`src/hdl/gda_pkg.sv`:
```
package gda_pkg;

    typedef logic [13:0] year_t;
    typedef logic [3:0]  month_t;
    typedef logic [4:0]  day_t;

    typedef enum logic [2:0] {
        ACT_LOAD       = 3'd0,
        ACT_ADD_DAYS   = 3'd1,
        ACT_SUB_DAYS   = 3'd2,
        ACT_ADD_MONTHS = 3'd3,
        ACT_SUB_MONTHS = 3'd4,
        ACT_ADD_YEARS  = 3'd5,
        ACT_SUB_YEARS  = 3'd6
    } act_t;

    typedef enum logic [3:0] {
        ST_IDLE,
        ST_LDCHK,
        ST_DADD,
        ST_DSUB,
        ST_MB1,
        ST_MB2,
        ST_MOFS,
        ST_MDIV,
        ST_YOFS,
        ST_CLAMP,
        ST_DONE
    } state_t;

    localparam int     YEAR_W    = 14;
    localparam month_t MONTHS    = 4'd12;
    localparam month_t MONTH_FEB = 4'd2;
    localparam day_t   FEB_LEAP  = 5'd29;
    localparam day_t   DEC_DAYS  = 5'd31;

    localparam day_t MONTH_LEN [12] = '{
        5'd31, 5'd28, 5'd31, 5'd30, 5'd31, 5'd30,
        5'd31, 5'd31, 5'd30, 5'd31, 5'd30, 5'd31
    };

    // y is a multiple of 25 exactly when y * inv(25) mod 2^14 <= (2^14 - 1) / 25
    localparam year_t INV25   = 14'd7209;
    localparam year_t D25_MAX = 14'd655;

    // x / 3 equals (x * RECIP3) >> 17 for every 16-bit x
    localparam logic [16:0] RECIP3 = 17'd43691;

    function automatic logic is_leap(year_t y);
        year_t p;
        logic  d25;
        p   = y * INV25;
        d25 = (p <= D25_MAX);
        return (y[1:0] == 2'd0) && (!d25 || (y[3:0] == 4'd0));
    endfunction

    function automatic day_t month_days(month_t m, logic leap);
        day_t   len;
        month_t idx;
        idx = m - 4'd1;
        len = DEC_DAYS;
        if (m >= 4'd1 && m <= MONTHS)
        begin
            len = MONTH_LEN[idx];
        end
        if (m == MONTH_FEB && leap)
        begin
            len = FEB_LEAP;
        end
        return len;
    endfunction

endpackage

```
`src/hdl/gda_alu.sv`:
```
module gda_alu #(
    parameter int W = 19
) (
    input  logic [W-1:0] a,
    input  logic [W-1:0] b,
    input  logic         sub,
    output logic [W-1:0] res,
    output logic         borrow
);

    logic [W:0] full;

    assign full   = sub ? ({1'b0, a} - {1'b0, b}) : ({1'b0, a} + {1'b0, b});
    assign res    = full[W-1:0];
    assign borrow = full[W];

endmodule

```
`src/hdl/gda_leap.sv`:
```
module gda_leap (
    input  logic           clk,
    input  logic           rst_n,
    input  gda_pkg::year_t year,
    input  logic           year_wr,
    output logic           leap,
    output logic           valid
);

    logic leap_reg;
    logic valid_reg;

    always_ff @(posedge clk)
    begin
        leap_reg <= gda_pkg::is_leap(year);
    end

    always_ff @(posedge clk or negedge rst_n)
    begin
        if (!rst_n)
        begin
            valid_reg <= 1'b0;
        end
        else
        begin
            valid_reg <= !year_wr;
        end
    end

    assign leap  = leap_reg;
    assign valid = valid_reg;

endmodule

```
`src/hdl/gregorian_date_adder.sv`:
```
// Gregorian date adder. Holds one date (reset value 0001-01-01) and, per input word, loads a
// date or moves it by a count of days, months or years; one result word follows each input
// word, with the held date and an error flag that is set when a load is not a valid date, the
// year would leave 0..MAX_YEAR, or the action code is unused (the date then stays as it was).
// Items are taken one at a time; s_tready is high only between items. Each item is worked
// through by a sequencer around the shared add/subtract unit; a day step walks the date one
// month at a time and waits for the leap flag again at each year boundary crossed. The result
// register lets the next word enter while a result waits.
module gregorian_date_adder #(
    parameter int MAX_YEAR    = 9999,
    parameter int AMOUNT_BITS = 16
) (
    input  logic        clk,
    input  logic        rst_n,
    input  logic        s_tvalid,
    output logic        s_tready,
    input  logic [39:0] s_tdata,   // amount[15:0], load_year[13:0], load_month[3:0], load_day[4:0]
    input  logic [2:0]  s_tuser,   // action[2:0]
    output logic        m_tvalid,
    input  logic        m_tready,
    output logic [23:0] m_tdata,   // cur_year[13:0], cur_month[3:0], cur_day[4:0], zero pad
    output logic [0:0]  m_tuser    // range_error
);

    localparam int DW = (AMOUNT_BITS > 18) ? AMOUNT_BITS + 1 : 19;
    typedef logic [DW-1:0] wide_t;

    localparam wide_t AMT_MASK  = wide_t'((64'd1 << AMOUNT_BITS) - 64'd1);
    localparam wide_t MONTH_LIM = wide_t'((MAX_YEAR + 1) * 12 - 1);
    localparam wide_t YEAR_LIM  = wide_t'(MAX_YEAR);
    localparam gda_pkg::year_t YEAR_MAX = gda_pkg::year_t'(MAX_YEAR);

    gda_pkg::state_t state_reg, state_next;
    gda_pkg::act_t   act_reg, act_next;
    logic            err_reg, err_next;
    logic            ov_reg, ov_next;
    logic            oe_reg, oe_next;
    gda_pkg::year_t  yr_reg, yr_next, hy_reg, hy_next, oy_reg, oy_next;
    gda_pkg::month_t mo_reg, mo_next, hm_reg, hm_next, om_reg, om_next;
    gda_pkg::day_t   dy_reg, dy_next, hd_reg, hd_next, od_reg, od_next;
    wide_t           rem_reg, rem_next, amt_reg, amt_next;

    wide_t           alu_a, alu_b, alu_res, amt_in;
    logic            alu_sub, alu_borrow;
    logic            yr_wr, leap, leap_valid;
    gda_pkg::day_t   dim, gap1;
    logic [15:0]     quot_in;
    logic [32:0]     quot_prod;
    logic [1:0]      rem3;

    gda_alu #(.W(DW)) u_alu (
        .a      (alu_a),
        .b      (alu_b),
        .sub    (alu_sub),
        .res    (alu_res),
        .borrow (alu_borrow)
    );

    gda_leap u_leap (
        .clk     (clk),
        .rst_n   (rst_n),
        .year    (yr_reg),
        .year_wr (yr_wr),
        .leap    (leap),
        .valid   (leap_valid)
    );

    assign amt_in   = wide_t'(s_tdata[15:0]) & AMT_MASK;
    assign dim      = gda_pkg::month_days(mo_reg, leap);
    assign gap1     = dim - dy_reg + 5'd1;

    // month count / 12 as (count / 4) / 3; the remainder by 3 follows from the low bits
    assign quot_in   = rem_reg[17:2];
    assign quot_prod = 33'(quot_in) * 33'(gda_pkg::RECIP3);
    assign rem3      = quot_in[1:0] + quot_prod[18:17];

    assign s_tready = (state_reg == gda_pkg::ST_IDLE);
    assign m_tvalid = ov_reg;
    assign m_tdata  = {1'b0, od_reg, om_reg, oy_reg};
    assign m_tuser  = oe_reg;

    always_comb
    begin
        state_next = state_reg;
        act_next   = act_reg;
        err_next   = err_reg;
        ov_next    = ov_reg && !m_tready;
        oe_next    = oe_reg;
        yr_next    = yr_reg;
        mo_next    = mo_reg;
        dy_next    = dy_reg;
        hy_next    = hy_reg;
        hm_next    = hm_reg;
        hd_next    = hd_reg;
        oy_next    = oy_reg;
        om_next    = om_reg;
        od_next    = od_reg;
        rem_next   = rem_reg;
        amt_next   = amt_reg;
        alu_a      = rem_reg;
        alu_b      = amt_reg;
        alu_sub    = 1'b1;
        yr_wr      = 1'b0;

        case (state_reg)
            gda_pkg::ST_IDLE:
            begin
                if (s_tvalid)
                begin
                    act_next = gda_pkg::act_t'(s_tuser);
                    amt_next = amt_in;
                    rem_next = amt_in;
                    err_next = 1'b0;
                    yr_next  = hy_reg;
                    mo_next  = hm_reg;
                    dy_next  = hd_reg;
                    yr_wr    = 1'b1;
                    case (gda_pkg::act_t'(s_tuser))
                        gda_pkg::ACT_LOAD:
                        begin
                            yr_next    = s_tdata[29:16];
                            mo_next    = s_tdata[33:30];
                            dy_next    = s_tdata[38:34];
                            state_next = gda_pkg::ST_LDCHK;
                        end
                        gda_pkg::ACT_ADD_DAYS:   state_next = gda_pkg::ST_DADD;
                        gda_pkg::ACT_SUB_DAYS:   state_next = gda_pkg::ST_DSUB;
                        gda_pkg::ACT_ADD_MONTHS: state_next = gda_pkg::ST_MB1;
                        gda_pkg::ACT_SUB_MONTHS: state_next = gda_pkg::ST_MB1;
                        gda_pkg::ACT_ADD_YEARS:  state_next = gda_pkg::ST_YOFS;
                        gda_pkg::ACT_SUB_YEARS:  state_next = gda_pkg::ST_YOFS;
                        default:
                        begin
                            err_next   = 1'b1;
                            state_next = gda_pkg::ST_DONE;
                        end
                    endcase
                end
            end

            gda_pkg::ST_LDCHK:
            begin
                if (leap_valid)
                begin
                    err_next = (yr_reg > YEAR_MAX) || (mo_reg == 4'd0) ||
                               (mo_reg > gda_pkg::MONTHS) || (dy_reg == 5'd0) ||
                               (dy_reg > dim);
                    state_next = gda_pkg::ST_DONE;
                end
            end

            gda_pkg::ST_DADD:
            begin
                alu_b = wide_t'(gap1);
                if (leap_valid)
                begin
                    if (alu_borrow)
                    begin
                        dy_next    = dy_reg + rem_reg[4:0];
                        state_next = gda_pkg::ST_DONE;
                    end
                    else if (mo_reg == gda_pkg::MONTHS && yr_reg == YEAR_MAX)
                    begin
                        err_next   = 1'b1;
                        state_next = gda_pkg::ST_DONE;
                    end
                    else
                    begin
                        rem_next = alu_res;
                        dy_next  = 5'd1;
                        if (mo_reg == gda_pkg::MONTHS)
                        begin
                            mo_next = 4'd1;
                            yr_next = yr_reg + 14'd1;
                            yr_wr   = 1'b1;
                        end
                        else
                        begin
                            mo_next = mo_reg + 4'd1;
                        end
                    end
                end
            end

            gda_pkg::ST_DSUB:
            begin
                alu_b = wide_t'(dy_reg);
                if (leap_valid)
                begin
                    if (alu_borrow)
                    begin
                        dy_next    = dy_reg - rem_reg[4:0];
                        state_next = gda_pkg::ST_DONE;
                    end
                    else if (mo_reg == 4'd1 && yr_reg == 14'd0)
                    begin
                        err_next   = 1'b1;
                        state_next = gda_pkg::ST_DONE;
                    end
                    else
                    begin
                        rem_next = alu_res;
                        if (mo_reg == 4'd1)
                        begin
                            mo_next = gda_pkg::MONTHS;
                            dy_next = gda_pkg::DEC_DAYS;
                            yr_next = yr_reg - 14'd1;
                            yr_wr   = 1'b1;
                        end
                        else
                        begin
                            mo_next = mo_reg - 4'd1;
                            dy_next = gda_pkg::month_days(mo_reg - 4'd1, leap);
                        end
                    end
                end
            end

            gda_pkg::ST_MB1:
            begin
                alu_a      = wide_t'({yr_reg, 3'b000});
                alu_b      = wide_t'({yr_reg, 2'b00});
                alu_sub    = 1'b0;
                rem_next   = alu_res;
                state_next = gda_pkg::ST_MB2;
            end

            gda_pkg::ST_MB2:
            begin
                alu_b      = wide_t'(mo_reg - 4'd1);
                alu_sub    = 1'b0;
                rem_next   = alu_res;
                state_next = gda_pkg::ST_MOFS;
            end

            gda_pkg::ST_MOFS:
            begin
                alu_sub = (act_reg == gda_pkg::ACT_SUB_MONTHS);
                if ((alu_sub && alu_borrow) || (!alu_sub && alu_res > MONTH_LIM))
                begin
                    err_next   = 1'b1;
                    state_next = gda_pkg::ST_DONE;
                end
                else
                begin
                    rem_next   = alu_res;
                    state_next = gda_pkg::ST_MDIV;
                end
            end

            gda_pkg::ST_MDIV:
            begin
                yr_next    = quot_prod[30:17];
                mo_next    = {rem3, rem_reg[1:0]} + 4'd1;
                yr_wr      = 1'b1;
                state_next = gda_pkg::ST_CLAMP;
            end

            gda_pkg::ST_YOFS:
            begin
                alu_a   = wide_t'(yr_reg);
                alu_sub = (act_reg == gda_pkg::ACT_SUB_YEARS);
                if ((alu_sub && alu_borrow) || (!alu_sub && alu_res > YEAR_LIM))
                begin
                    err_next   = 1'b1;
                    state_next = gda_pkg::ST_DONE;
                end
                else
                begin
                    yr_next    = alu_res[gda_pkg::YEAR_W-1:0];
                    yr_wr      = 1'b1;
                    state_next = gda_pkg::ST_CLAMP;
                end
            end

            gda_pkg::ST_CLAMP:
            begin
                if (leap_valid)
                begin
                    if (dy_reg > dim)
                    begin
                        dy_next = dim;
                    end
                    state_next = gda_pkg::ST_DONE;
                end
            end

            gda_pkg::ST_DONE:
            begin
                if (!ov_reg || m_tready)
                begin
                    ov_next = 1'b1;
                    oe_next = err_reg;
                    if (err_reg)
                    begin
                        oy_next = hy_reg;
                        om_next = hm_reg;
                        od_next = hd_reg;
                    end
                    else
                    begin
                        hy_next = yr_reg;
                        hm_next = mo_reg;
                        hd_next = dy_reg;
                        oy_next = yr_reg;
                        om_next = mo_reg;
                        od_next = dy_reg;
                    end
                    state_next = gda_pkg::ST_IDLE;
                end
            end

            default:
            begin
                state_next = gda_pkg::ST_IDLE;
            end
        endcase
    end

    always_ff @(posedge clk or negedge rst_n)
    begin
        if (!rst_n)
        begin
            state_reg <= gda_pkg::ST_IDLE;
            err_reg   <= 1'b0;
            ov_reg    <= 1'b0;
            hy_reg    <= 14'd1;
            hm_reg    <= 4'd1;
            hd_reg    <= 5'd1;
        end
        else
        begin
            state_reg <= state_next;
            err_reg   <= err_next;
            ov_reg    <= ov_next;
            hy_reg    <= hy_next;
            hm_reg    <= hm_next;
            hd_reg    <= hd_next;
        end
    end

    always_ff @(posedge clk)
    begin
        act_reg <= act_next;
        yr_reg  <= yr_next;
        mo_reg  <= mo_next;
        dy_reg  <= dy_next;
        oy_reg  <= oy_next;
        om_reg  <= om_next;
        od_reg  <= od_next;
        oe_reg  <= oe_next;
        rem_reg <= rem_next;
        amt_reg <= amt_next;
    end

    a_held_date_valid: assert property (@(posedge clk) disable iff (!rst_n)
        (hm_reg >= 4'd1) && (hm_reg <= gda_pkg::MONTHS) && (hd_reg >= 5'd1) &&
        (hd_reg <= gda_pkg::month_days(hm_reg, gda_pkg::is_leap(hy_reg))))
        else $error("held date is not a valid calendar date");

    a_held_year_range: assert property (@(posedge clk) disable iff (!rst_n)
        hy_reg <= YEAR_MAX)
        else $error("held year above range");

    a_error_keeps_date: assert property (@(posedge clk) disable iff (!rst_n)
        (state_reg == gda_pkg::ST_DONE && err_reg && (!ov_reg || m_tready))
        |=> $stable(hy_reg) && $stable(hm_reg) && $stable(hd_reg))
        else $error("rejected step changed the held date");

    a_accept_starts_work: assert property (@(posedge clk) disable iff (!rst_n)
        (s_tvalid && s_tready) |=> (state_reg != gda_pkg::ST_IDLE))
        else $error("accepted word did not start the sequencer");

endmodule
```
`config.mk`:
```
export PLATFORM = sky130hd
export DESIGN_NAME = gregorian_date_adder
export DESIGN_NICKNAME = d
export VERILOG_FILES = /design/src/hdl/gda_pkg.sv /design/src/hdl/gda_alu.sv /design/src/hdl/gda_leap.sv /design/src/hdl/gregorian_date_adder.sv
export SDC_FILE = /design/constraint.sdc
export NUM_CORES = 1
export LEC_CHECK = 0
export ABC_CLOCK_PERIOD_IN_PS = 14600
export BUFFER_PORTS_ARGS = -buffer_cell sky130_fd_sc_hd__buf_2
export CAP_MARGIN = 10
export CORE_MARGIN = 8
export CORE_UTILIZATION = 60
export DETAILED_ROUTE_END_ITERATION = 7
export PLACE_DENSITY = 0.85
export SETUP_SLACK_MARGIN = 0.02
export SYNTH_ARGS = -nofsm -noshare
export SYNTH_HDL_FRONTEND = slang
export SYNTH_SLANG_ARGS = --single-unit
```
`constraint.sdc`:
```
create_clock -name clk -period 14.6 [get_ports clk]
set_clock_uncertainty 0.2 [all_clocks]
set_input_delay 2.92 -clock clk [delete_from_list [all_inputs] [get_ports clk]]
set_output_delay 2.92 -clock clk [all_outputs]
set_load 0.02 [all_outputs]
```
==> impl_metrics.json, run 1 <==
{
  "drv_cap": 0,
  "antennaDiodeCount": 0,
  "final_util_pct": 66.0,
  "drc": 0,
  "ios": 74,
  "hold_viol_final": 0,
  "fmax_mhz": 108,
  "cts-root-buf": "clkbuf_16",
  "clock_latency_ps": 440,
  "n_fill_cell": 1859,
  "viasPerCell": 6.43,
  "drive_gt1_share_pct": 11.3,
  "synthFlopType": "edfxtp_1",
  "grt_pass1_wl_um": 67800,
  "grt_pass1_vias": 12735,
  "period_needed_ps": 9270,
  "clock_path_buffers": 2,
  "worstPathMaxFanout": 18,
  "area_growth_pct": 8.30,
  "end_kind": "flop",
  "grt_use_total_pct": 28.3,
  "layout_commonest_cell": "ha_1",
  "cts.clk_slew.worst_paths_ps": 60,
  "dieWidth_um": 173,
  "slowest_delay_ps": 900,
  "synthArstFlopShare_pct": 25.9,
  "synth_cells": 1594,
  "slew_headroom_pct": 21.2,
  "critical_path_class": "flop to flop",
  "grt_setup_unrepaired": "false",
  "most-common-layout-cells": "ha_1 (222), inv_1 (218), nand2_1 (136)",
  "drt-total-wl_um": 42800,
  "coreArea_mm2": 0.0243,
  "status": "completed",
  "cts.sinks": 116,
  "drt_iter0_markers": 1728,
  "antenna_found_initial": 1,
  "wire_per_inst_um": 21.7,
  "synth_edf_count": 85,
  "setup_tns_ps": 0,
  "drtPass1Iterations": 6,
  "initial_core_util_pct": 61.0,
  "cp-start-kind": "flop",
  "fp.dieH_um": 173,
  "ys_ff_latch": 116,
  "hp-class": "flop to flop",
  "netlist_area_mm2": 0.0148,
  "cts-htree-levels": 4,
  "post_cts_buffers": 0,
  "port_buffers": 71,
  "overflow": 0,
  "cp_slowest_cell": "nor4_1",
  "row_count": 57,
  "critical_path.most_common_cell": "nor2_1",
  "cp_data_required_time_ps": 14450,
  "worstPathArrival_ps": 9120,
  "cts_resized": 0,
  "synth.distinct_cells": 81,
  "syn_nets": 1960,
  "die-area_mm2": 0.0300,
  "report.final.setup_viol": 0,
  "cts_tree": "built",
  "ys_warn_count": 0,
  "vias": 12697,
  "hpwl_um": 33400,
  "ant_nets": 0,
  "postCtsHoldBufs": 0,
  "syn_area_per_cell_um2": 9.30,
  "largest_reg_flops": 19,
  "cts_buffers": 17,
  "grt_max_degree": 47,
  "ys_seq_area_share_pct": 22.4,
  "fin_crit_sh_pct": 63.5,
  "nets": 2003,
  "place.gp.congestion": 1.02,
  "slew_viol_final": 0,
  "worst-slew-pin-transition_ps": 1180
}
==> critical path: cells and delay by family (launching register included) <==
family	cells	cell delay (ps)
and+or+nand+nor	9	2490
AOI/OAI and AO/OA	9	1970
adders and majority gates	4	1250
muxes	1	310
xor gates and xnor gates	4	1760
buffers and inverters	3	210
DFF	1	700
==> metrics by stage <==
stage / instances / cell area, um^2 / worst slack, ps / hold slack, ps
6_report: 1974 / 16100 / 5330 / 331
5_1_grt: 1974 / 16100 / 5120 / 346
4_1_cts: 1974 / 16100 / 5710 / 330
3_5_place_dp: 1942 / 15500 / 5860 / 316
3_3_place_gp: 1942 / 15500 / 6020 / 305
2_1_floorplan: 1594 / 14800 / 5890 / 223
==> cell usage after synthesis, drive strengths merged (15+ instances only) <==
master	n	area [um^2]
nand2	136	510
o21a	17	128
xnor2	62	543
a31oi	20	125
o21ai	69	357
nor3	34	170
a21oi	66	330
inv	220	826
ha	222	2780
edfxtp	85	2550
xor2	27	255
nand2b	15	93.8
nand3	19	95.1
a22oi	15	113
nor2	78	295
a21o	24	180
clkbuf	48	180
nor2b	21	131
mux2	48	541
dfrtp	27	676
fa	97	1940
a221oi	17	149
==> final cells by class <==
cell class              instances  area [um^2]  area share [%]
multi-input cells            1197        10400            65.0
flip-flops and latches        116         3330            20.7
inverters                     220          826            5.14
repair buffers                 85          460            2.87
clock buffers                  17          425            2.65
well taps                     324          405            2.53
clock inverters                15          168            1.04
==> logic make-up (layout without fill, tap and decap cells) <==
group                      Yosys count  after routing  share of synthesized area [%]
muxes                               59             59                           4.39
DFF                                116            116                           22.4
and+or+nand+nor                    387            387                           12.8
xor gates and xnor gates            89             89                           5.39
AOI/OAI and AO/OA                  342            342                           15.8
buffers and inverters              281            337                           7.28
adders and majority gates          319            319                           31.8
other                                1              1                         0.0253
==> per-layer routing <==
metal | vias up | track usage [%] | part of all wire [%]
met5 | - | 0 | 0.030
li1 | 5716 | - | -
met2 | 797 | 45.3 | 46
met4 | 2 | 15.3 | 5.7
met1 | 6014 | 35.6 | 38
met3 | 168 | 5.73 | 11
==> path summary, 6_finish.rpt <==
check / start / cells after the start / slack [ps] / endpoint
hold / removal: hy_reg[13] / 1 / 330 / hy_reg[13]
min in group asynchronous: rst_n / 1 / 2320 / hy_reg[7]
setup / recovery: mo_reg[0] / 30 / 5330 / mo_reg[0]
setup reg to reg: mo_reg[0] / 30 / 5330 / mo_reg[0]
max in group asynchronous: rst_n / 1 / 11420 / hd_reg[3]
hold reg to reg: hy_reg[13] / 1 / 330 / hy_reg[13]
Power of run 1 is not shown: default switching activity piles up to over one toggle a cycle in this logic, so the estimate is an artifact.
==> run 2: changes to the inputs <==
- ABC_AREA: default -> 1
- ABC_CLOCK_PERIOD_IN_PS: 14600 -> 9310
- clock period: 14.6 -> 9.31 ns (I/O delays scaled with it)
==> run 2 against run 1 <==
- non-clock buffer count down 5
- synthesized cell count up 28%
- hold slack better by 7.9 ps
- sequential cell count unchanged
- routed wire length up 9.7%
- global-route usage up 2.3 points
==> impl_metrics.json, run 2 <==
{
  "synth_top_family_by_area": "adder cells",
  "synth.distinct_cells": 59,
  "cts.clk_slew.worst_paths_ps": 70,
  "coreArea_mm2": 0.0252,
  "grt_pass1_vias": 14220,
  "drv_cap": 0,
  "ys_ff_latch": 116,
  "synth_top_area_share_pct": 18.0,
  "status": "completed",
  "yosys.area_share.simple_pct": 22.4,
  "synth_compound_area_share_pct": 11.7,
  "reg2reg_slack_ps": 1540,
  "row_count": 58,
  "synth_cells": 2038,
  "synth.most_common_cell": "nand2_1",
  "cts_tree": "built",
  "post_cts_buffers": 0,
  "area_growth_pct": 8.30,
  "drive_gt1_share_pct": 7.70,
  "viasPerCell": 5.89,
  "period_needed_ps": 7770,
  "synthAdderAreaFrac_pct": 30.6,
  "ios": 74,
  "clock_path_buffers": 2,
  "critPathTopFamily": "simple AND/OR/NAND/NOR gates",
  "cp-start-kind": "flop",
  "setup_ws_ps": 1540,
  "drt-total-wl_um": 47000,
  "slew_headroom_pct": 35.0,
  "netlist_top_cells_area": "ha_1 (18%), edfxtp_1 (17%), fa_1 (13%)",
  "port_buffers": 71,
  "whs_ps": 339,
  "report.final.setup_viol": 0,
  "n_fill_cell": 2167,
  "drt_iter0_markers": 1373,
  "cts.sinks": 116,
  "synth-xor-area-share_pct": 2.84,
  "hold_viol_final": 0,
  "synth_edf_count": 85,
  "overflow": 0,
  "grt_pass1_wl_um": 74600,
  "cts_buffers": 17,
  "grt_max_degree": 70,
  "slowest_delay_ps": 540,
  "synthTopCellsByCount": "nand2_1 (436), inv_1 (390), ha_1 (222)",
  "netlist_area_mm2": 0.0154,
  "end_kind": "flop",
  "ys_seq_area_share_pct": 21.6,
  "critical_path_class": "flop to flop",
  "most-common-layout-cells": "nand2_1 (436), inv_1 (390), ha_1 (222)",
  "ant_nets": 0,
  "antennaDiodeCount": 0,
  "fmax_mhz": 129,
  "worstPathMaxFanout": 14,
  "nets": 2470,
  "cp_data_required_time_ps": 9220,
  "multi_input_area_mm2": 0.0105,
  "hpwl_um": 38400,
  "syn_nets": 2404,
  "wire_per_inst_um": 19.2,
  "seq_area_mm2": 0.00333,
  "cp_slowest_cell": "edfxtp_1",
  "grt_use_total_pct": 30.6,
  "post_synth_mux_area_share_pct": 0.0730,
  "hp-class": "flop to flop",
  "slew_viol_final": 0,
  "largest_reg_flops": 19,
  "critical_path.most_common_cell": "nand2_1",
  "place.gp.congestion": 1.00,
  "die-area_mm2": 0.0311,
  "clock_latency_ps": 440,
  "yosysTopAreaCell": "ha_1",
  "fp.dieH_um": 176,
  "layout_commonest_cell": "nand2_1",
  "postCtsHoldBufs": 0,
  "initial_core_util_pct": 61.2,
  "crit_buf_inv": 9,
  "cts_resized": 0,
  "drc": 0,
  "cts-htree-levels": 4,
  "synthArstFlopShare_pct": 25.9,
  "grt_setup_unrepaired": "false",
  "drtPass1Iterations": 6,
  "setup_tns_ps": 0,
  "worstPathArrival_ps": 7680,
  "synthFlopType": "edfxtp_1",
  "antenna_found_initial": 0,
  "dieWidth_um": 176,
  "fin_crit_sh_pct": 83.5,
  "ys_warn_count": 0,
  "cts-root-buf": "clkbuf_16",
  "worst-slew-pin-transition_ps": 973,
  "vias": 14418,
  "pre_cts_ws_ps": 1730,
  "syn_area_per_cell_um2": 7.57,
  "final_area_mm2": 0.0167,
  "place_area_mm2": 0.0161
}
-- run 2: cell types whose count changed after synthesis, moves of 22 or more --
cell,previous run,this run
clkbuf_1,48,26
nand3_1,19,115
o21ai_0,63,131
inv_1,218,390
xnor2_1,62,25
a21oi_1,66,98
nor2_1,77,145
mux2_2,48,1
nand2_1,136,436
-- run 2: cell type report --
cell class	count	area share, %
multi-input cells	1490	62.6
flip-flops and latches	116	19.9
inverters	399	8.97
clock buffers	17	2.55
repair buffers	80	2.53
well taps	330	2.47
clock inverters	15	0.914
-- run 2: path summary, 6_finish.rpt --
path | start | to | depth (start not counted)
worst max-delay path | mo_reg[0] | yr_reg[4] | 44
worst min-delay path | hd_reg[0] | hd_reg[0] | 2
worst max register to register | mo_reg[0] | yr_reg[4] | 44
worst min register to register | hd_reg[0] | hd_reg[0] | 2
max in group asynchronous | rst_n | hm_reg[2] | 1
min in group asynchronous | rst_n | hd_reg[2] | 1
-- run 2: logic make-up (layout without fill, tap and decap cells) --
kind of cell,count (synthesis),in the layout
AO/OA/AOI/OAI,315,315
XOR/XNOR,50,50
adder cells (fa/ha/maj),319,319
buffers and inverters,432,511
flip-flops,116,116
multiplexers,1,1
other,1,1
AND/OR/NAND/NOR,804,804
-- run 2: metrics by stage --
| stage | utilization (%) | std cells |
|---|---|---|
| finish | 66.3 | 2447 |
| global route | 66.3 | 2447 |
| CTS | 66.3 | 2447 |
| detailed placement | 64.0 | 2415 |
| global placement | 64.0 | 2415 |
| floorplan | - | 2038 |
-- run 2: layer usage --
layer | share of wire, % | track usage, %
met1 | 40 | 39.0
met5 | 0 | 0
met2 | 46 | 49.9
met3 | 9.1 | 5.68
met4 | 4.8 | 14.2
-- run 2: worst reg2reg max path: cells and delay by family (launching register included) --
| kind | cells | cell delay (ps) |
|---|---|---|
| AOI/OAI and AO/OA | 1 | 400 |
| xor gates and xnor gates | 1 | 180 |
| adders and majority gates | 5 | 1770 |
| buffers and inverters | 9 | 1110 |
| DFF | 1 | 540 |
| and+or+nand+nor | 28 | 3220 |
Power of run 2 is left out for the same reason.
